==> src/design/sfjs_pkg.sv <==
package sfjs_pkg;

   localparam int FRIC_GEAR_RATIO = 1;
   localparam int FEED_GEAR_RATIO = 36;

   // floor(a / d) == (a * ceil(2^RECIP_SHIFT / d)) >> RECIP_SHIFT for 16-bit a, d <= 64
   localparam int RECIP_SHIFT = 23;
   localparam int RECIP_W     = RECIP_SHIFT + 1;
   localparam int PROD_W      = 16 + RECIP_W;
   localparam logic [RECIP_W-1:0] FRIC_RECIP =
      RECIP_W'(((1 << RECIP_SHIFT) + FRIC_GEAR_RATIO - 1) / FRIC_GEAR_RATIO);
   localparam logic [RECIP_W-1:0] FEED_RECIP =
      RECIP_W'(((1 << RECIP_SHIFT) + FEED_GEAR_RATIO - 1) / FEED_GEAR_RATIO);

   localparam int ADDR_W = 5;
   localparam int DATA_W = 32;

   localparam logic [2:0] REG_RISE          = 3'd0;
   localparam logic [2:0] REG_DIP_INTEGRAL  = 3'd1;
   localparam logic [2:0] REG_DIP_DEPTH     = 3'd2;
   localparam logic [2:0] REG_JAM_TICKS     = 3'd3;
   localparam logic [2:0] REG_BACKOFF_TICKS = 3'd4;

   localparam logic [1:0] CMD_OFF        = 2'd0;
   localparam logic [1:0] CMD_SINGLE     = 2'd1;
   localparam logic [1:0] CMD_CONTINUOUS = 2'd2;

   typedef enum logic [1:0] {
      MODE_OFF        = 2'd0,
      MODE_SINGLE     = 2'd1,
      MODE_CONTINUOUS = 2'd2,
      MODE_BACKOFF    = 2'd3
   } mode_type;

   typedef struct packed {
      logic signed [10:0] rise_threshold;
      logic signed [16:0] dip_integral_threshold;
      logic [11:0]        dip_depth_threshold;
      logic [15:0]        jam_ticks_threshold;
      logic [15:0]        backoff_ticks;
   } cfg_type;

endpackage

==> src/design/sfjs_req_if.sv <==
interface sfjs_req_if;
   logic               valid;
   logic               ready;
   logic [1:0]         cmd_mode;
   logic signed [15:0] fric_speed_cmd;
   logic signed [15:0] feed_speed_cmd;
   logic signed [15:0] fric_speed_meas;
   logic signed [15:0] feed_speed_meas;

   modport source (
      output valid, cmd_mode, fric_speed_cmd, feed_speed_cmd, fric_speed_meas,
             feed_speed_meas,
      input  ready
   );
   modport sink (
      input  valid, cmd_mode, fric_speed_cmd, feed_speed_cmd, fric_speed_meas,
             feed_speed_meas,
      output ready
   );
endinterface

==> src/design/sfjs_rsp_if.sv <==
interface sfjs_rsp_if;
   logic        valid;
   logic        ready;
   logic [1:0]  exec_mode;
   logic [14:0] exec_fric_speed;
   logic [14:0] exec_feed_speed;
   logic        shot_detected;
   logic        jam_detected;
   logic        backoff_active;

   modport source (
      output valid, exec_mode, exec_fric_speed, exec_feed_speed, shot_detected,
             jam_detected, backoff_active,
      input  ready
   );
   modport sink (
      input  valid, exec_mode, exec_fric_speed, exec_feed_speed, shot_detected,
             jam_detected, backoff_active,
      output ready
   );
endinterface

==> src/design/sfjs_regs.sv <==
module sfjs_regs (
   input  logic                         clock,
   input  logic                         reset,
   input  logic                         psel,
   input  logic                         penable,
   input  logic                         pwrite,
   input  logic [sfjs_pkg::ADDR_W-1:0]  paddr,
   input  logic [sfjs_pkg::DATA_W-1:0]  pwdata,
   output logic [sfjs_pkg::DATA_W-1:0]  prdata,
   output logic                         pready,
   output sfjs_pkg::cfg_type            cfg
);
   import sfjs_pkg::*;

   cfg_type    cfg_ff;
   cfg_type    cfg_in;
   logic       wr_en;
   logic [2:0] reg_sel;

   assign pready  = 1'b1;
   assign wr_en   = psel && penable && pwrite;
   assign reg_sel = paddr[ADDR_W-1:2];
   assign cfg     = cfg_ff;

   always_comb begin
      cfg_in = cfg_ff;
      if (wr_en) begin
         case (reg_sel)
            REG_RISE:          cfg_in.rise_threshold         = pwdata[10:0];
            REG_DIP_INTEGRAL:  cfg_in.dip_integral_threshold = pwdata[16:0];
            REG_DIP_DEPTH:     cfg_in.dip_depth_threshold    = pwdata[11:0];
            REG_JAM_TICKS:     cfg_in.jam_ticks_threshold    = pwdata[15:0];
            REG_BACKOFF_TICKS: cfg_in.backoff_ticks          = pwdata[15:0];
            default:           cfg_in = cfg_ff;
         endcase
      end
   end

   always_comb begin
      case (reg_sel)
         REG_RISE:          prdata = DATA_W'(cfg_ff.rise_threshold);
         REG_DIP_INTEGRAL:  prdata = DATA_W'(cfg_ff.dip_integral_threshold);
         REG_DIP_DEPTH:     prdata = DATA_W'(cfg_ff.dip_depth_threshold);
         REG_JAM_TICKS:     prdata = DATA_W'(cfg_ff.jam_ticks_threshold);
         REG_BACKOFF_TICKS: prdata = DATA_W'(cfg_ff.backoff_ticks);
         default:           prdata = '0;
      endcase
   end

   always_ff @(posedge clock) begin
      if (reset) begin
         cfg_ff.rise_threshold         <= 11'sd0;
         cfg_ff.dip_integral_threshold <= -17'sd50;
         cfg_ff.dip_depth_threshold    <= 12'd20;
         cfg_ff.jam_ticks_threshold    <= 16'd100;
         cfg_ff.backoff_ticks          <= 16'd100;
      end else begin
         cfg_ff <= cfg_in;
      end
   end

endmodule

==> src/design/shooter_fire_and_jam_supervisor_core.sv <==
// Launcher fire and jam supervisor.
// req_if carries one control tick per transaction: commanded mode, commanded
// friction and feed speeds, measured friction and feed speeds. rsp_if returns
// one transaction per tick: executed mode and setpoints, the shot flag, the
// jam flag and the backoff flag. Both channels are valid/ready.
// A tick accepted on req_if goes to the input register, then to the result
// register, which drives rsp_if. Throughput: one tick per cycle unless rsp_if
// stalls; the tick-to-tick state update fits in the single compute stage.
// Receiver stall: the result register holds its transaction, the input
// register still takes one more tick, then req_if.ready drops until the
// result is taken.
// Reset (synchronous, active high): both pipeline stages empty, all tracking
// state zero with executed mode off, single shot locked until off is
// commanded, registers at their defaults. No clearing pass is needed.
// Registers are written over the APB port at byte address 4*index and should
// only change while no tick is in flight.
module shooter_fire_and_jam_supervisor_core (
   input  logic                         clock,
   input  logic                         reset,
   sfjs_req_if.sink                     req_if,
   sfjs_rsp_if.source                   rsp_if,
   input  logic                         psel,
   input  logic                         penable,
   input  logic                         pwrite,
   input  logic [sfjs_pkg::ADDR_W-1:0]  paddr,
   input  logic [sfjs_pkg::DATA_W-1:0]  pwdata,
   output logic [sfjs_pkg::DATA_W-1:0]  prdata,
   output logic                         pready
);
   import sfjs_pkg::*;

   cfg_type cfg;

   sfjs_regs u_regs (
      .clock   (clock),
      .reset   (reset),
      .psel    (psel),
      .penable (penable),
      .pwrite  (pwrite),
      .paddr   (paddr),
      .pwdata  (pwdata),
      .prdata  (prdata),
      .pready  (pready),
      .cfg     (cfg)
   );

   // input stage
   logic               in_valid_ff, in_valid_in;
   logic [1:0]         in_cmd_ff;
   logic signed [15:0] in_fc_ff, in_pc_ff, in_fm_ff, in_pm_ff;

   // result stage
   logic               rsp_valid_ff, rsp_valid_in;
   mode_type           rsp_mode_ff;
   logic [14:0]        rsp_fric_ff, rsp_feed_ff;
   logic               rsp_shot_ff;

   // tracking state
   mode_type           mode_ff, mode_in;
   logic [14:0]        fric_set_ff, fric_set_in;
   logic [14:0]        feed_set_ff, feed_set_in;
   logic [15:0]        last_ff, last_in;
   logic signed [23:0] dip_ff, dip_in;
   logic [15:0]        stall_ff, stall_in;
   logic               jam_ff, jam_in;
   logic               backoff_ff, backoff_in;
   logic [15:0]        elapsed_ff, elapsed_in;
   logic               single_ff, single_in;

   logic               advance;

   assign advance      = in_valid_ff && (!rsp_valid_ff || rsp_if.ready);
   assign req_if.ready = !in_valid_ff || advance;
   assign in_valid_in  = req_if.ready ? req_if.valid : in_valid_ff;
   assign rsp_valid_in = advance || (rsp_valid_ff && !rsp_if.ready);

   // speed scaling
   logic [15:0]        fric_abs, feed_abs;
   logic [PROD_W-1:0]  fric_prod, feed_prod, target_prod;
   logic [15:0]        cur, spd;
   logic [14:0]        target;

   assign fric_abs    = in_fm_ff[15] ? 16'(-in_fm_ff) : 16'(in_fm_ff);
   assign feed_abs    = in_pm_ff[15] ? 16'(-in_pm_ff) : 16'(in_pm_ff);
   assign fric_prod   = PROD_W'(fric_abs) * PROD_W'(FRIC_RECIP);
   assign feed_prod   = PROD_W'(feed_abs) * PROD_W'(FEED_RECIP);
   assign target_prod = PROD_W'(fric_set_ff) * PROD_W'(FRIC_RECIP);
   assign cur         = 16'(fric_prod >> RECIP_SHIFT);
   assign spd         = 16'(feed_prod >> RECIP_SHIFT);
   assign target      = 15'(target_prod >> RECIP_SHIFT);

   // shot detection terms
   logic               near_target;
   logic signed [16:0] diff, rise_ext;
   logic signed [24:0] dip_sum;
   logic signed [23:0] dip_sat, dip_thr;
   logic signed [17:0] depth_limit, last_ext;
   logic               shot;

   assign near_target = ({3'b0, cur} * 19'd5) > ({4'b0, target} * 19'd4);
   assign diff        = $signed({1'b0, cur}) - $signed({1'b0, last_ff});
   assign rise_ext    = 17'(cfg.rise_threshold);
   assign dip_sum     = 25'(dip_ff) + 25'(diff);
   assign dip_sat     = (dip_sum[24] != dip_sum[23])
                        ? (dip_sum[24] ? {1'b1, 23'b0} : {1'b0, {23{1'b1}}})
                        : dip_sum[23:0];
   assign dip_thr     = 24'(cfg.dip_integral_threshold);
   assign depth_limit = $signed({3'b0, target}) - $signed({6'b0, cfg.dip_depth_threshold});
   assign last_ext    = $signed({2'b0, last_ff});

   // jam and backoff terms
   logic               feed_slow;
   logic [15:0]        stall_next, elapsed_next;

   assign feed_slow    = ({5'b0, spd} * 21'd20) < {6'b0, feed_set_ff};
   assign stall_next   = feed_slow ? ((stall_ff != 16'hFFFF) ? stall_ff + 16'd1 : stall_ff)
                                   : 16'd0;
   assign elapsed_next = (elapsed_ff != 16'hFFFF) ? elapsed_ff + 16'd1 : elapsed_ff;

   // command terms
   logic               cmd_reject;

   assign cmd_reject = in_fc_ff[15] || in_pc_ff[15] ||
                       ((in_fc_ff == 16'sd0) && (in_pc_ff != 16'sd0));

   always_comb begin
      shot       = 1'b0;
      dip_in     = dip_ff;
      last_in    = cur;
      stall_in   = stall_ff;
      jam_in     = jam_ff;
      backoff_in = backoff_ff;
      elapsed_in = elapsed_ff;
      single_in  = single_ff;
      mode_in    = MODE_OFF;
      fric_set_in = 15'd0;
      feed_set_in = 15'd0;

      if ((fric_set_ff != 15'd0) && near_target) begin
         if (diff < rise_ext) begin
            dip_in = dip_sat;
         end else begin
            if ((dip_ff < dip_thr) && (last_ext < depth_limit)) begin
               shot = 1'b1;
            end
            dip_in = '0;
         end
      end else begin
         dip_in = '0;
      end

      if (!backoff_ff && (feed_set_ff != 15'd0)) begin
         if (stall_next > cfg.jam_ticks_threshold) begin
            jam_in   = 1'b1;
            stall_in = 16'd0;
         end else begin
            jam_in   = 1'b0;
            stall_in = stall_next;
         end
      end

      if (shot && (mode_ff == MODE_SINGLE)) begin
         single_in = 1'b0;
      end

      if (backoff_ff) begin
         elapsed_in = elapsed_next;
         if (elapsed_next > cfg.backoff_ticks) begin
            backoff_in = 1'b0;
         end
      end else if (jam_in) begin
         backoff_in = 1'b1;
         elapsed_in = 16'd0;
      end

      if (cmd_reject) begin
         mode_in = MODE_OFF;
      end else if (backoff_in) begin
         mode_in     = MODE_BACKOFF;
         fric_set_in = in_fc_ff[14:0];
      end else begin
         case (in_cmd_ff)
            CMD_CONTINUOUS: begin
               mode_in     = MODE_CONTINUOUS;
               fric_set_in = in_fc_ff[14:0];
               feed_set_in = in_pc_ff[14:0];
            end
            CMD_SINGLE: begin
               fric_set_in = in_fc_ff[14:0];
               if (single_in) begin
                  mode_in     = MODE_SINGLE;
                  feed_set_in = in_pc_ff[14:0];
               end
            end
            CMD_OFF: begin
               fric_set_in = in_fc_ff[14:0];
               single_in   = 1'b1;
            end
            default: mode_in = MODE_OFF;
         endcase
      end
   end

   always_ff @(posedge clock) begin
      if (reset) begin
         in_valid_ff  <= 1'b0;
         rsp_valid_ff <= 1'b0;
         mode_ff      <= MODE_OFF;
         fric_set_ff  <= '0;
         feed_set_ff  <= '0;
         last_ff      <= '0;
         dip_ff       <= '0;
         stall_ff     <= '0;
         jam_ff       <= 1'b0;
         backoff_ff   <= 1'b0;
         elapsed_ff   <= '0;
         single_ff    <= 1'b0;
      end else begin
         in_valid_ff  <= in_valid_in;
         rsp_valid_ff <= rsp_valid_in;
         if (advance) begin
            mode_ff     <= mode_in;
            fric_set_ff <= fric_set_in;
            feed_set_ff <= feed_set_in;
            last_ff     <= last_in;
            dip_ff      <= dip_in;
            stall_ff    <= stall_in;
            jam_ff      <= jam_in;
            backoff_ff  <= backoff_in;
            elapsed_ff  <= elapsed_in;
            single_ff   <= single_in;
         end
      end
   end

   always_ff @(posedge clock) begin
      if (req_if.ready && req_if.valid) begin
         in_cmd_ff <= req_if.cmd_mode;
         in_fc_ff  <= req_if.fric_speed_cmd;
         in_pc_ff  <= req_if.feed_speed_cmd;
         in_fm_ff  <= req_if.fric_speed_meas;
         in_pm_ff  <= req_if.feed_speed_meas;
      end
      if (advance) begin
         rsp_mode_ff <= mode_in;
         rsp_fric_ff <= fric_set_in;
         rsp_feed_ff <= feed_set_in;
         rsp_shot_ff <= shot;
      end
   end

   // jam and backoff flags after a tick are the tracking state itself
   assign rsp_if.valid           = rsp_valid_ff;
   assign rsp_if.exec_mode       = rsp_mode_ff;
   assign rsp_if.exec_fric_speed = rsp_fric_ff;
   assign rsp_if.exec_feed_speed = rsp_feed_ff;
   assign rsp_if.shot_detected   = rsp_shot_ff;
   assign rsp_if.jam_detected    = jam_ff;
   assign rsp_if.backoff_active  = backoff_ff;

endmodule

==> src/flat_wrapper.sv <==
// flat-port wrapper written by rule: the top's interface ports become plain ports
module shooter_fire_and_jam_supervisor_core_flat import sfjs_pkg::*;
  (clock, reset, psel, penable, pwrite, paddr, pwdata, prdata, pready, req_if_valid, req_if_cmd_mode, req_if_fric_speed_cmd, req_if_feed_speed_cmd, req_if_fric_speed_meas, req_if_feed_speed_meas, req_if_ready, rsp_if_valid, rsp_if_exec_mode, rsp_if_exec_fric_speed, rsp_if_exec_feed_speed, rsp_if_shot_detected, rsp_if_jam_detected, rsp_if_backoff_active, rsp_if_ready);
  sfjs_req_if req_if_i ();
  sfjs_rsp_if rsp_if_i ();
  input  logic clock;
  input  logic reset;
  input  logic psel;
  input  logic penable;
  input  logic pwrite;
  input  logic [sfjs_pkg::ADDR_W-1:0] paddr;
  input  logic [sfjs_pkg::DATA_W-1:0] pwdata;
  output logic [sfjs_pkg::DATA_W-1:0] prdata;
  output logic pready;
  input wire logic [$bits(req_if_i.valid)-1:0] req_if_valid;
  input wire logic [$bits(req_if_i.cmd_mode)-1:0] req_if_cmd_mode;
  input wire logic [$bits(req_if_i.fric_speed_cmd)-1:0] req_if_fric_speed_cmd;
  input wire logic [$bits(req_if_i.feed_speed_cmd)-1:0] req_if_feed_speed_cmd;
  input wire logic [$bits(req_if_i.fric_speed_meas)-1:0] req_if_fric_speed_meas;
  input wire logic [$bits(req_if_i.feed_speed_meas)-1:0] req_if_feed_speed_meas;
  output wire logic [$bits(req_if_i.ready)-1:0] req_if_ready;
  output wire logic [$bits(rsp_if_i.valid)-1:0] rsp_if_valid;
  output wire logic [$bits(rsp_if_i.exec_mode)-1:0] rsp_if_exec_mode;
  output wire logic [$bits(rsp_if_i.exec_fric_speed)-1:0] rsp_if_exec_fric_speed;
  output wire logic [$bits(rsp_if_i.exec_feed_speed)-1:0] rsp_if_exec_feed_speed;
  output wire logic [$bits(rsp_if_i.shot_detected)-1:0] rsp_if_shot_detected;
  output wire logic [$bits(rsp_if_i.jam_detected)-1:0] rsp_if_jam_detected;
  output wire logic [$bits(rsp_if_i.backoff_active)-1:0] rsp_if_backoff_active;
  input wire logic [$bits(rsp_if_i.ready)-1:0] rsp_if_ready;
  assign req_if_i.valid = req_if_valid;
  assign req_if_i.cmd_mode = req_if_cmd_mode;
  assign req_if_i.fric_speed_cmd = req_if_fric_speed_cmd;
  assign req_if_i.feed_speed_cmd = req_if_feed_speed_cmd;
  assign req_if_i.fric_speed_meas = req_if_fric_speed_meas;
  assign req_if_i.feed_speed_meas = req_if_feed_speed_meas;
  assign req_if_ready = req_if_i.ready;
  assign rsp_if_valid = rsp_if_i.valid;
  assign rsp_if_exec_mode = rsp_if_i.exec_mode;
  assign rsp_if_exec_fric_speed = rsp_if_i.exec_fric_speed;
  assign rsp_if_exec_feed_speed = rsp_if_i.exec_feed_speed;
  assign rsp_if_shot_detected = rsp_if_i.shot_detected;
  assign rsp_if_jam_detected = rsp_if_i.jam_detected;
  assign rsp_if_backoff_active = rsp_if_i.backoff_active;
  assign rsp_if_i.ready = rsp_if_ready;
  shooter_fire_and_jam_supervisor_core u_core (.clock(clock), .reset(reset), .req_if(req_if_i), .rsp_if(rsp_if_i), .psel(psel), .penable(penable), .pwrite(pwrite), .paddr(paddr), .pwdata(pwdata), .prdata(prdata), .pready(pready));
endmodule
==> config.mk <==
export PLATFORM = sky130hd
export DESIGN_NAME = shooter_fire_and_jam_supervisor_core_flat
export DESIGN_NICKNAME = d
export VERILOG_FILES = /design/src/design/sfjs_pkg.sv /design/src/design/sfjs_req_if.sv /design/src/design/sfjs_rsp_if.sv /design/src/design/sfjs_regs.sv /design/src/design/shooter_fire_and_jam_supervisor_core.sv /design/src/flat_wrapper.sv
export SDC_FILE = /design/constraint.sdc
export NUM_CORES = 1
export LEC_CHECK = 0
export ABC_AREA = 1
export BUFFER_PORTS_ARGS = -buffer_cell sky130_fd_sc_hd__buf_4
export CAP_MARGIN = 10
export CORE_MARGIN = 4
export CORE_UTILIZATION = 62
export DETAILED_ROUTE_END_ITERATION = 16
export PLACE_DENSITY = 0.82
export SLEW_MARGIN = 0
export SYNTH_ARGS = -nofsm -noshare
export SYNTH_HDL_FRONTEND = slang
export SYNTH_SLANG_ARGS = --single-unit
==> constraint.sdc <==
create_clock -name clock -period 12.25 [get_ports clock]
set_clock_uncertainty 0.05 [all_clocks]
set_input_delay 2.45 -clock clock [delete_from_list [all_inputs] [get_ports clock]]
set_output_delay 2.45 -clock clock [all_outputs]
set_load 0.01 [all_outputs]
# After elaboration in Yosys (flattened, before gate mapping)
# Index checks and enable logic that the tools add are counted.
# word_totals
ff_bits,280
mem_count,0
latch_bits,0
inputBits,110
mem_bits_ro,0
mem_bits_rw,0
# classes
eq_ne,10
n_lt_le_gt_ge,7
n_mul,3
shifts,0
n_addsub,7
n_bitwise,0
reduce_logical,34
div_mod_pow,0
n_mux,36
# op_table
cell,n
32-bit one-hot mux with 5 select lines,1
16-bit 2-to-1 mux,8
24-bit 2-to-1 mux,4
15-bit 2-to-1 mux,6
16-bit by 18-bit multiplier with 34-bit output (second input constant),1
16-bit by 1-bit adder with 16-bit output (second input constant),2
16-bit greater-than comparator,2
16-bit != test (second input constant),2
16-bit negation,2
15-bit one-hot mux with 2 select lines,1
15-bit nonzero test,2
24-bit by 17-bit adder with 25-bit output,1
24-bit by 17-bit less-than comparator with 1-bit output,1
21-bit by 15-bit less-than comparator with 1-bit output,1
19-bit by 17-bit greater-than comparator with 1-bit output,1
16-bit by 3-bit multiplier with 19-bit output (second input constant),1
17-bit by 18-bit less-than comparator with 1-bit output,1
17-bit by 11-bit less-than comparator with 1-bit output,1
16-bit by 16-bit subtractor with 17-bit output,1
16-bit logical NOT,1
16-bit nonzero test,1
15-bit by 12-bit subtractor with 16-bit output,1
11-bit by 3-bit multiplier with 14-bit output (second input constant),1
2-bit AND reduction,7
16 further kinds,47

# Longest topological paths before layout
# Gate-level depths: netlist (run 1).
# depth
ltp_word,13
depth_mapped,65

# By module
# Synthesis (run 1) repeated with hierarchy kept, for this count alone.
# unflattened
cells_unflattened,3260
area_unflattened_um2,24408.4
# by_module_without_submodules
module,cells_each,seq_area_each_um2,n_inst,area_per_inst_um2
shooter_fire_and_jam_supervisor_core,2669,5154.9,1,20746.1
sfjs_regs,591,1441.4,1,3662.3

# Worst setup path before layout (run 1)
# OpenSTA, ideal clock, no wires.
# synth_path
kind,register -> register
startpoint,register u_core.in_pm_ff[0]
endpoint,"register u_core.rsp_feed_ff[8], in the netlist u_core.rsp_if.exec_feed_speed[8], data pin"
synth_period_minus_slack_ns,10.849
arrival_ns,10.548
slack_ns,1.401
path_stages_with_launch,60
cell_sequence,edfxtp_1 inv_1 nand3_2 nor2_1 inv_1 nor3_1 nand2_1 nor3_1 inv_1 nor3_1 inv_1 nor3_1 inv_1 fa_1 inv_1 fa_1 fa_1 fa_1 [24 not listed] nand2_1 a31oi_1 buf_2 buf_1 and3_1 ha_1 nand4_1 nor3_1 o21ai_0 nand3_1 nand3_1 nand3_1 nand2_1 nand2_1 clkbuf_1 nor2_1 nand2_2 inv_1
# synth_between
elab_chain_len,13
# synth_rtl
element,line_no,text
from (decl),shooter_fire_and_jam_supervisor_core.sv:50,"logic signed [15:0] in_fc_ff, in_pc_ff, in_fm_ff, in_pm_ff;"
from (signal assigned),shooter_fire_and_jam_supervisor_core.sv:242,in_pm_ff <= req_if.feed_speed_meas;
16-bit negation,shooter_fire_and_jam_supervisor_core.sv:84,assign feed_abs = in_pm_ff[15] ? 16'(-in_pm_ff) : 16'(in_pm_ff);
16-bit 2-to-1 mux *,shooter_fire_and_jam_supervisor_core.sv:84,
16-bit by 18-bit multiplier with 34-bit output *,shooter_fire_and_jam_supervisor_core.sv:86,assign feed_prod = PROD_W'(feed_abs) * PROD_W'(FEED_RECIP);
11-bit by 3-bit multiplier with 14-bit output *,shooter_fire_and_jam_supervisor_core.sv:115,"assign feed_slow = ({5'b0, spd} * 21'd20) < {6'b0, feed_set_ff};"
21-bit by 15-bit less-than comparator with 1-bit output *,shooter_fire_and_jam_supervisor_core.sv:115,
16-bit 2-to-1 mux *,shooter_fire_and_jam_supervisor_core.sv:116,assign stall_next = feed_slow ? ((stall_ff != 16'hFFFF) ? stall_ff + 16'd1 : stall_ff)
16-bit greater-than comparator *,shooter_fire_and_jam_supervisor_core.sv:153,if (stall_next > cfg.jam_ticks_threshold) begin
1-bit 2-to-1 mux *,shooter_fire_and_jam_supervisor_core.sv:153,
1-bit 2-to-1 mux *,shooter_fire_and_jam_supervisor_core.sv:152,if (!backoff_ff && (feed_set_ff != 15'd0)) begin
1-bit 2-to-1 mux *,shooter_fire_and_jam_supervisor_core.sv:171,end else if (jam_in) begin
1-bit 2-to-1 mux *,shooter_fire_and_jam_supervisor_core.sv:166,if (backoff_ff) begin
15-bit 2-to-1 mux *,shooter_fire_and_jam_supervisor_core.sv:178,end else if (backoff_in) begin
15-bit 2-to-1 mux *,shooter_fire_and_jam_supervisor_core.sv:176,if (cmd_reject) begin
net u_core.feed_set_in[8],shooter_fire_and_jam_supervisor_core.sv:61,"logic [14:0] feed_set_ff, feed_set_in;"
to (signal assigned),shooter_fire_and_jam_supervisor_core.sv:247,rsp_feed_ff <= feed_set_in;
to (decl),shooter_fire_and_jam_supervisor_core.sv:55,"logic [14:0] rsp_fric_ff, rsp_feed_ff;"
# The timed path passes the listed nets; every way through them passes the cells marked *.
# A chain may end at the register's enable or synchronous reset.

# Worst setup path after layout (run 1)
# layout_path
startpoint,register u_core.in_pm_ff[0]
endpoint,"register u_core.rsp_mode_ff[1], in the netlist u_core.rsp_if.exec_mode[1], data pin"
# layout_between
elab_chain_len,13
# layout_rtl
element,line_no,text
16-bit negation,shooter_fire_and_jam_supervisor_core.sv:84,
16-bit 2-to-1 mux *,shooter_fire_and_jam_supervisor_core.sv:84,
16-bit by 18-bit multiplier with 34-bit output *,shooter_fire_and_jam_supervisor_core.sv:86,
11-bit by 3-bit multiplier with 14-bit output *,shooter_fire_and_jam_supervisor_core.sv:115,
21-bit by 15-bit less-than comparator with 1-bit output *,shooter_fire_and_jam_supervisor_core.sv:115,
16-bit 2-to-1 mux *,shooter_fire_and_jam_supervisor_core.sv:116,
16-bit greater-than comparator *,shooter_fire_and_jam_supervisor_core.sv:153,
1-bit 2-to-1 mux *,shooter_fire_and_jam_supervisor_core.sv:153,
1-bit 2-to-1 mux *,shooter_fire_and_jam_supervisor_core.sv:152,
1-bit 2-to-1 mux *,shooter_fire_and_jam_supervisor_core.sv:171,
1-bit 2-to-1 mux *,shooter_fire_and_jam_supervisor_core.sv:166,
2-bit 2-to-1 mux *,shooter_fire_and_jam_supervisor_core.sv:178,
2-bit 2-to-1 mux *,shooter_fire_and_jam_supervisor_core.sv:176,
net u_core.mode_in[1],shooter_fire_and_jam_supervisor_core.sv:59,"mode_type mode_ff, mode_in;"
to (signal assigned),shooter_fire_and_jam_supervisor_core.sv:245,rsp_mode_ff <= mode_in;
to (decl),shooter_fire_and_jam_supervisor_core.sv:54,mode_type rsp_mode_ff;
# Marks and branches as above.

==> impl_metrics.yaml, run 1 <==
synth:
  syn_inst: 2983
  ys_seq_area_share_pct: 28.1
  synth_cell_type_count: 66
  yosysWarningCount: 0
  synthFlopType: "dfxtp_1"
  synth-async-reset-ratio_pct: 0
  synth-seq-cells: 280
  synth.net_count: 3517
  synth-edff-count: 99
  syn_area_per_cell_um2: 7.86
  syn-cell-area_um2: 23500
detailed_routing:
  drt_wl_total_um: 60700
  wl_per_cell_um: 16.6
  drc: 0
  vias_per_cell: 5.70
  route.vias.total: 20800
  drt_iter0_drc: 1944
  ant_nets: 0
  drtPass1Iterations: 6
global_routing:
  grt_pass1_vias: 20300
  grtUsageMet3_pct: 5.30
  overflow: 0
  use_met1_pct: 38.9
  grt_max_degree: 108
  grtUsageTotal_pct: 28.6
  grt_first_pass_wirelength_um: 98300
  use_met2_pct: 48.1
  grt-busiest-layer: "met2"
  grt_antenna_before_repair: 0
clocking:
  cts_buffers: 30
  htree_levels: 1
  hold_buffers: 0
  cts_tree: "done"
  clock-sinks: 280
  clock_path_buffers: 3
  clk_pin_slew_ps: 60
  insertion_delay_ps: 590
  root_buffer: "clkbuf_16"
critical_path:
  cp_common_cell: "inv_1"
  cp_data_arrival_time_ps: 11850
  crit_path_end_kind: "flop"
  cp_slowest_stage_delay_ps: 580
  crit_type: "flop to flop"
  crit_path_top_delay_cell: "fa_1"
  crit_family: "adder cells"
  worstPathRequired_ps: 12520
  cp_num_buf_inv: 14
  cp-start-kind: "flop"
  worstPathMaxFanout: 7
sta:
  min_period_ps: 11580
  slew_violations: 0
  worstMarginPinSlew_ps: 1090
  period_share_pct: 94.6
  hold_viol_final: 0
  slew_headroom_pct: 26.8
  setup_violations: 0
  fmax_ghz: 0.0863
  tns_ps: 0
placed_design:
  dp_hpwl_um: 47900
  gp_congestion: 0.937
  port_buffers: 161
job:
  maxCapViolCount: 0
floorplan:
  core_um2: 37000
  ios: 180
  die_y_um: 203
  die_w_um: 203
  dieArea_um2: 41000
  start_util_pct: 63.5
  rows: 70
finish:
  fillers: 2945
  drive_above_1_share_pct: 10.0
  nNetsFinal: 3655
  antennaDiodeCount: 0
  layout_commonest_cell: "inv_1"
  area_delta_synth_final_pct: 12.0
  final_cell_mix: "536 x inv_1, 476 x nand2_1, 346 x ha_1"
worst_hold_path:
  hold_path_class: "flop to flop"
outcome:
  status: "complete, no violations"
[registers in the layout (all words and copies together), names as in the netlist, 16 cells and up]
| register | cells |
|---|---|
| u_core.u_regs.cfg | 72 |
| u_core.dip_ff | 24 |
| u_core.elapsed_ff | 16 |
| u_core.in_fc_ff | 16 |
| u_core.in_fm_ff | 16 |
| u_core.in_pc_ff | 16 |
| u_core.in_pm_ff | 16 |
| u_core.last_ff | 16 |
| u_core.stall_ff | 16 |
[routing by layer]
layer	up-vias	part of all wire, %
met5	-	0
met4	0	2.4
met3	112	8.3
met2	845	46
met1	9667	44
li1	10200	-
[cells in the mapped netlist (all sizes together) (2+ instances only)]
master | n | area (um^2)
dfxtp | 181 | 3620
a21o | 13 | 97.6
ha | 346 | 4330
o221ai | 5 | 43.8
a21oi | 320 | 1610
o22ai | 9 | 56.3
xnor2 | 48 | 420
o21ai | 198 | 1010
o32ai | 2 | 17.5
nor3 | 40 | 216
xor2 | 74 | 648
a22oi | 2 | 15.0
inv | 543 | 2040
and3 | 2 | 12.5
nand3 | 76 | 410
o31ai | 4 | 30.0
nor4 | 18 | 119
o21bai | 7 | 63.8
fa | 78 | 1560
nand4 | 52 | 325
edfxtp | 99 | 2970
a221oi | 9 | 78.8
or2 | 6 | 37.5
nand3b | 8 | 63.8
clkbuf | 52 | 216
and2 | 3 | 18.8
nand2 | 496 | 1900
a21boi | 5 | 37.5
o211ai | 26 | 195
a31oi | 20 | 125
nor2 | 185 | 727
a211oi | 4 | 30.0
buf | 30 | 235
o21a | 10 | 75.1
[final timing paths]
path / from / to / slack (ps) / cells after the start
worst max-delay path: u_core.in_pm_ff[0] / u_core.rsp_if.exec_mode[1] / 670 / 59
worst min-delay path: u_core.elapsed_ff[4] / u_core.elapsed_ff[4] / 430 / 2
worst max register to register: u_core.in_pm_ff[0] / u_core.rsp_if.exec_mode[1] / 670 / 59
worst min register to register: u_core.elapsed_ff[4] / u_core.elapsed_ff[4] / 430 / 2
[what timing repair did]
action,CTS,global route
setup endpoints to repair,44,99
cloned,0,1
buffers inserted,0,6
pin swaps,0,6
resized for setup,2,26
[metrics by stage]
step                      setup slack (ps)  hold slack [ps]  util (%)  cells  cell area (um^2)
after global placement                 292              409      67.6   3585             25000
after global routing                  -107              462      71.1   3649             26300
after detailed placement             -62.4              421      67.6   3585             25000
after floorplan                       1400              394         -   2983             23500
after CTS                             17.3              430      70.6   3641             26100
final                                  666              427      71.1   3649             26300
[layout make-up]
cell class	instances	area, um^2	share of cell area [%]
well taps	504	631	2.40
inverters	544	2040	7.78
clock inverters	15	179	0.681
multi-input cells	2077	14500	55.1
flip-flops and latches	280	6600	25.1
repair buffers	188	1410	5.38
clock buffers	41	927	3.53
[kinds of logic after synthesis]
group           after synthesis  synth area share (%)
flops                       280                  28.1
simple gates                887                  16.4
other cells                   1                0.0160
buf+inv                     627                  10.7
fa+ha+maj                   424                  25.1
xor+xnor                    122                  4.56
compound gates              642                  15.2
[worst min-delay path, delay by kind of cell (launching register included)]
family             cells  cell delay [ps]
DFF                    1              320
and+or+nand+nor        1               60
AOI/OAI and AO/OA      1               50
Power of run 1 is left out: the tool's default activity adds up to more than one toggle a clock period on the data nets, which glitch-free logic cannot reach.
==> run 2: changes to the inputs <==
--- a/config.mk
+++ b/config.mk
@@ -11,6 +11,7 @@
 export CORE_MARGIN = 4
 export CORE_UTILIZATION = 62
 export DETAILED_ROUTE_END_ITERATION = 16
+export GPL_TIMING_DRIVEN = 0
 export PLACE_DENSITY = 0.82
 export SLEW_MARGIN = 0
 export SYNTH_ARGS = -nofsm -noshare
==> run 2 against run 1 <==
  * Highest routed layer is now met5
  * Worst hold slack improved by 3.2 ps
  * Via count increased by 2.3%
  * Clock-buffer cell count increased by 2
  * Critical path type unchanged
  * Non-clock buffer count increased by 69
  * Global-route usage increased by 1.8 points
==> impl_metrics.yaml, run 2 (same netlist as run 1, synthesis figures left out) <==
clocking:
  cts_tree: "done"
  clk_pin_slew_ps: 60
  root_buffer: "clkbuf_16"
  insertion_delay_ps: 580
  htree_levels: 1
  cts_buffers: 30
  hold_buffers: 0
  clock-sinks: 280
  clock_path_buffers: 3
critical_path:
  crit_type: "flop to flop"
  cp_num_buf_inv: 14
  worstPathMaxFanout: 10
  startpoint: "u_core.in_pm_ff[2]"
  crit_path_top_delay_cell: "fa_1"
  cp_common_cell: "inv_1"
  r2r_slack_ps: 550
  r2r_end: "u_core.rsp_if.exec_fric_speed[4]"
  cp_slowest_stage_delay_ps: 590
  cp_data_arrival_time_ps: 11980
  cp-start-kind: "flop"
  crit_family: "adder cells"
  crit_cells: 57
  reg2reg_depth: 57
  crit_path_end_kind: "flop"
  worstReg2RegStart: "u_core.in_pm_ff[2]"
  crit_end: "u_core.rsp_if.exec_fric_speed[4]"
  worstPathRequired_ps: 12530
floorplan:
  die_w_um: 203
  die_y_um: 203
  ios: 180
  core_um2: 37000
  start_util_pct: 63.5
  rows: 70
  dieArea_um2: 41000
detailed_routing:
  ant_nets: 0
  vias_per_cell: 5.72
  drt_iter0_drc: 1772
  route.vias.total: 21300
  drt_wl_total_um: 65100
  drc: 0
  wl_per_cell_um: 17.5
  drtPass1Iterations: 6
placed_design:
  dp_slack_ps: -670
  dp_hpwl_um: 52400
  gp_congestion: 0.971
  port_buffers: 161
sta:
  hold_viol_final: 0
  fmax_ghz: 0.0855
  slew_headroom_pct: 31.1
  slew_violations: 0
  fin_ws_ps: 550
  worstMarginPinSlew_ps: 1030
  min_period_ps: 11700
  period_share_pct: 95.5
  setup_violations: 0
global_routing:
  grt_antenna_before_repair: 1
  grt_max_degree: 50
  grtUsageTotal_pct: 30.4
  grt_first_pass_wirelength_um: 103000
  grt_pass1_vias: 20500
  overflow: 0
finish:
  largest_reg_flops: 72
  nNetsFinal: 3723
  area_delta_synth_final_pct: 14.1
  final_cell_mix: "538 x inv_1, 476 x nand2_1, 346 x ha_1"
  layout_commonest_cell: "inv_1"
  drive_above_1_share_pct: 10.8
  antennaDiodeCount: 0
worst_hold_path:
  hold_path_class: "flop to flop"
job:
  maxCapViolCount: 0
outcome:
  status: "complete, no violations"
[run 2: cell count changes in the layout (fill, tap and decap cells not counted), sizes merged]
cell         previous run  this run
clkbuf                 41        94
clkinv                  6         7
dlygate4sd3             0         1
clkinvlp                5         1
bufinv                  3         5
buf                   188       205
inv                   545       544
nand2                 497       496
[run 2: worst min-delay path by stage]
stage                    startpoint  depth (start not counted)              endpoint
6_report       u_core.elapsed_ff[4]                          2  u_core.elapsed_ff[4]
2_1_floorplan    u_core.in_valid_ff                          2   u_core.rsp_if.valid
3_3_place_gp     u_core.in_valid_ff                          2   u_core.rsp_if.valid
4_1_cts          u_core.in_valid_ff                          2   u_core.rsp_if.valid
5_1_grt          u_core.in_valid_ff                          2   u_core.rsp_if.valid
3_5_place_dp     u_core.in_valid_ff                          2   u_core.rsp_if.valid
[run 2: stage by stage]
step / setup TNS, ps / instance area [um^2] / util [%] / instances / hold WS, ps
floorplan: 0 / 23500 / - / 2983 / 394
global placement: -12470 / 25300 / 68.4 / 3648 / 399
detailed placement: -37320 / 25400 / 68.6 / 3651 / 415
CTS: 0 / 26500 / 71.7 / 3709 / 428
global route: -7830 / 26800 / 72.4 / 3717 / 447
finish: 0 / 26800 / 72.4 / 3717 / 430
[run 2: metal layers]
| metal | track usage (%) | vias up | wire length [um] |
|---|---|---|---|
| met1 | 42.1 | 9936 | 28200 |
| li1 | - | 10300 | - |
| met3 | 5.30 | 142 | 5600 |
| met2 | 49.8 | 887 | 29200 |
| met5 | 0 | - | 10 |
| met4 | 7.98 | 2 | 1990 |
[run 2: layout make-up]
| cell class | instances | area (um^2) |
|---|---|---|
| multi-input cells | 2076 | 14600 |
| fillers | 2912 | 10200 |
| flip-flops and latches | 280 | 6600 |
| inverters | 544 | 2040 |
| repair buffers | 174 | 1340 |
| clock buffers | 43 | 902 |
| well taps | 504 | 631 |
| plain buffers | 83 | 487 |
| clock inverters | 13 | 198 |
[run 2: worst register-to-register path, delay by kind of cell (launching register included)]
family	cells	cell delay (ps)
adder cells (fa/ha/maj)	11	4600
AND/OR/NAND/NOR	22	2700
buffers and inverters	14	1520
AO/OA/AOI/OAI	7	1190
XOR/XNOR	3	950
flip-flops	1	460
[run 2: repair_timing]
action	in CTS	in global routing
pin swaps	1	12
setup buffers	2	8
gates resized for setup	8	58
endpoints found under the setup margin	98	99
Power of run 2 is left out for the same reason.
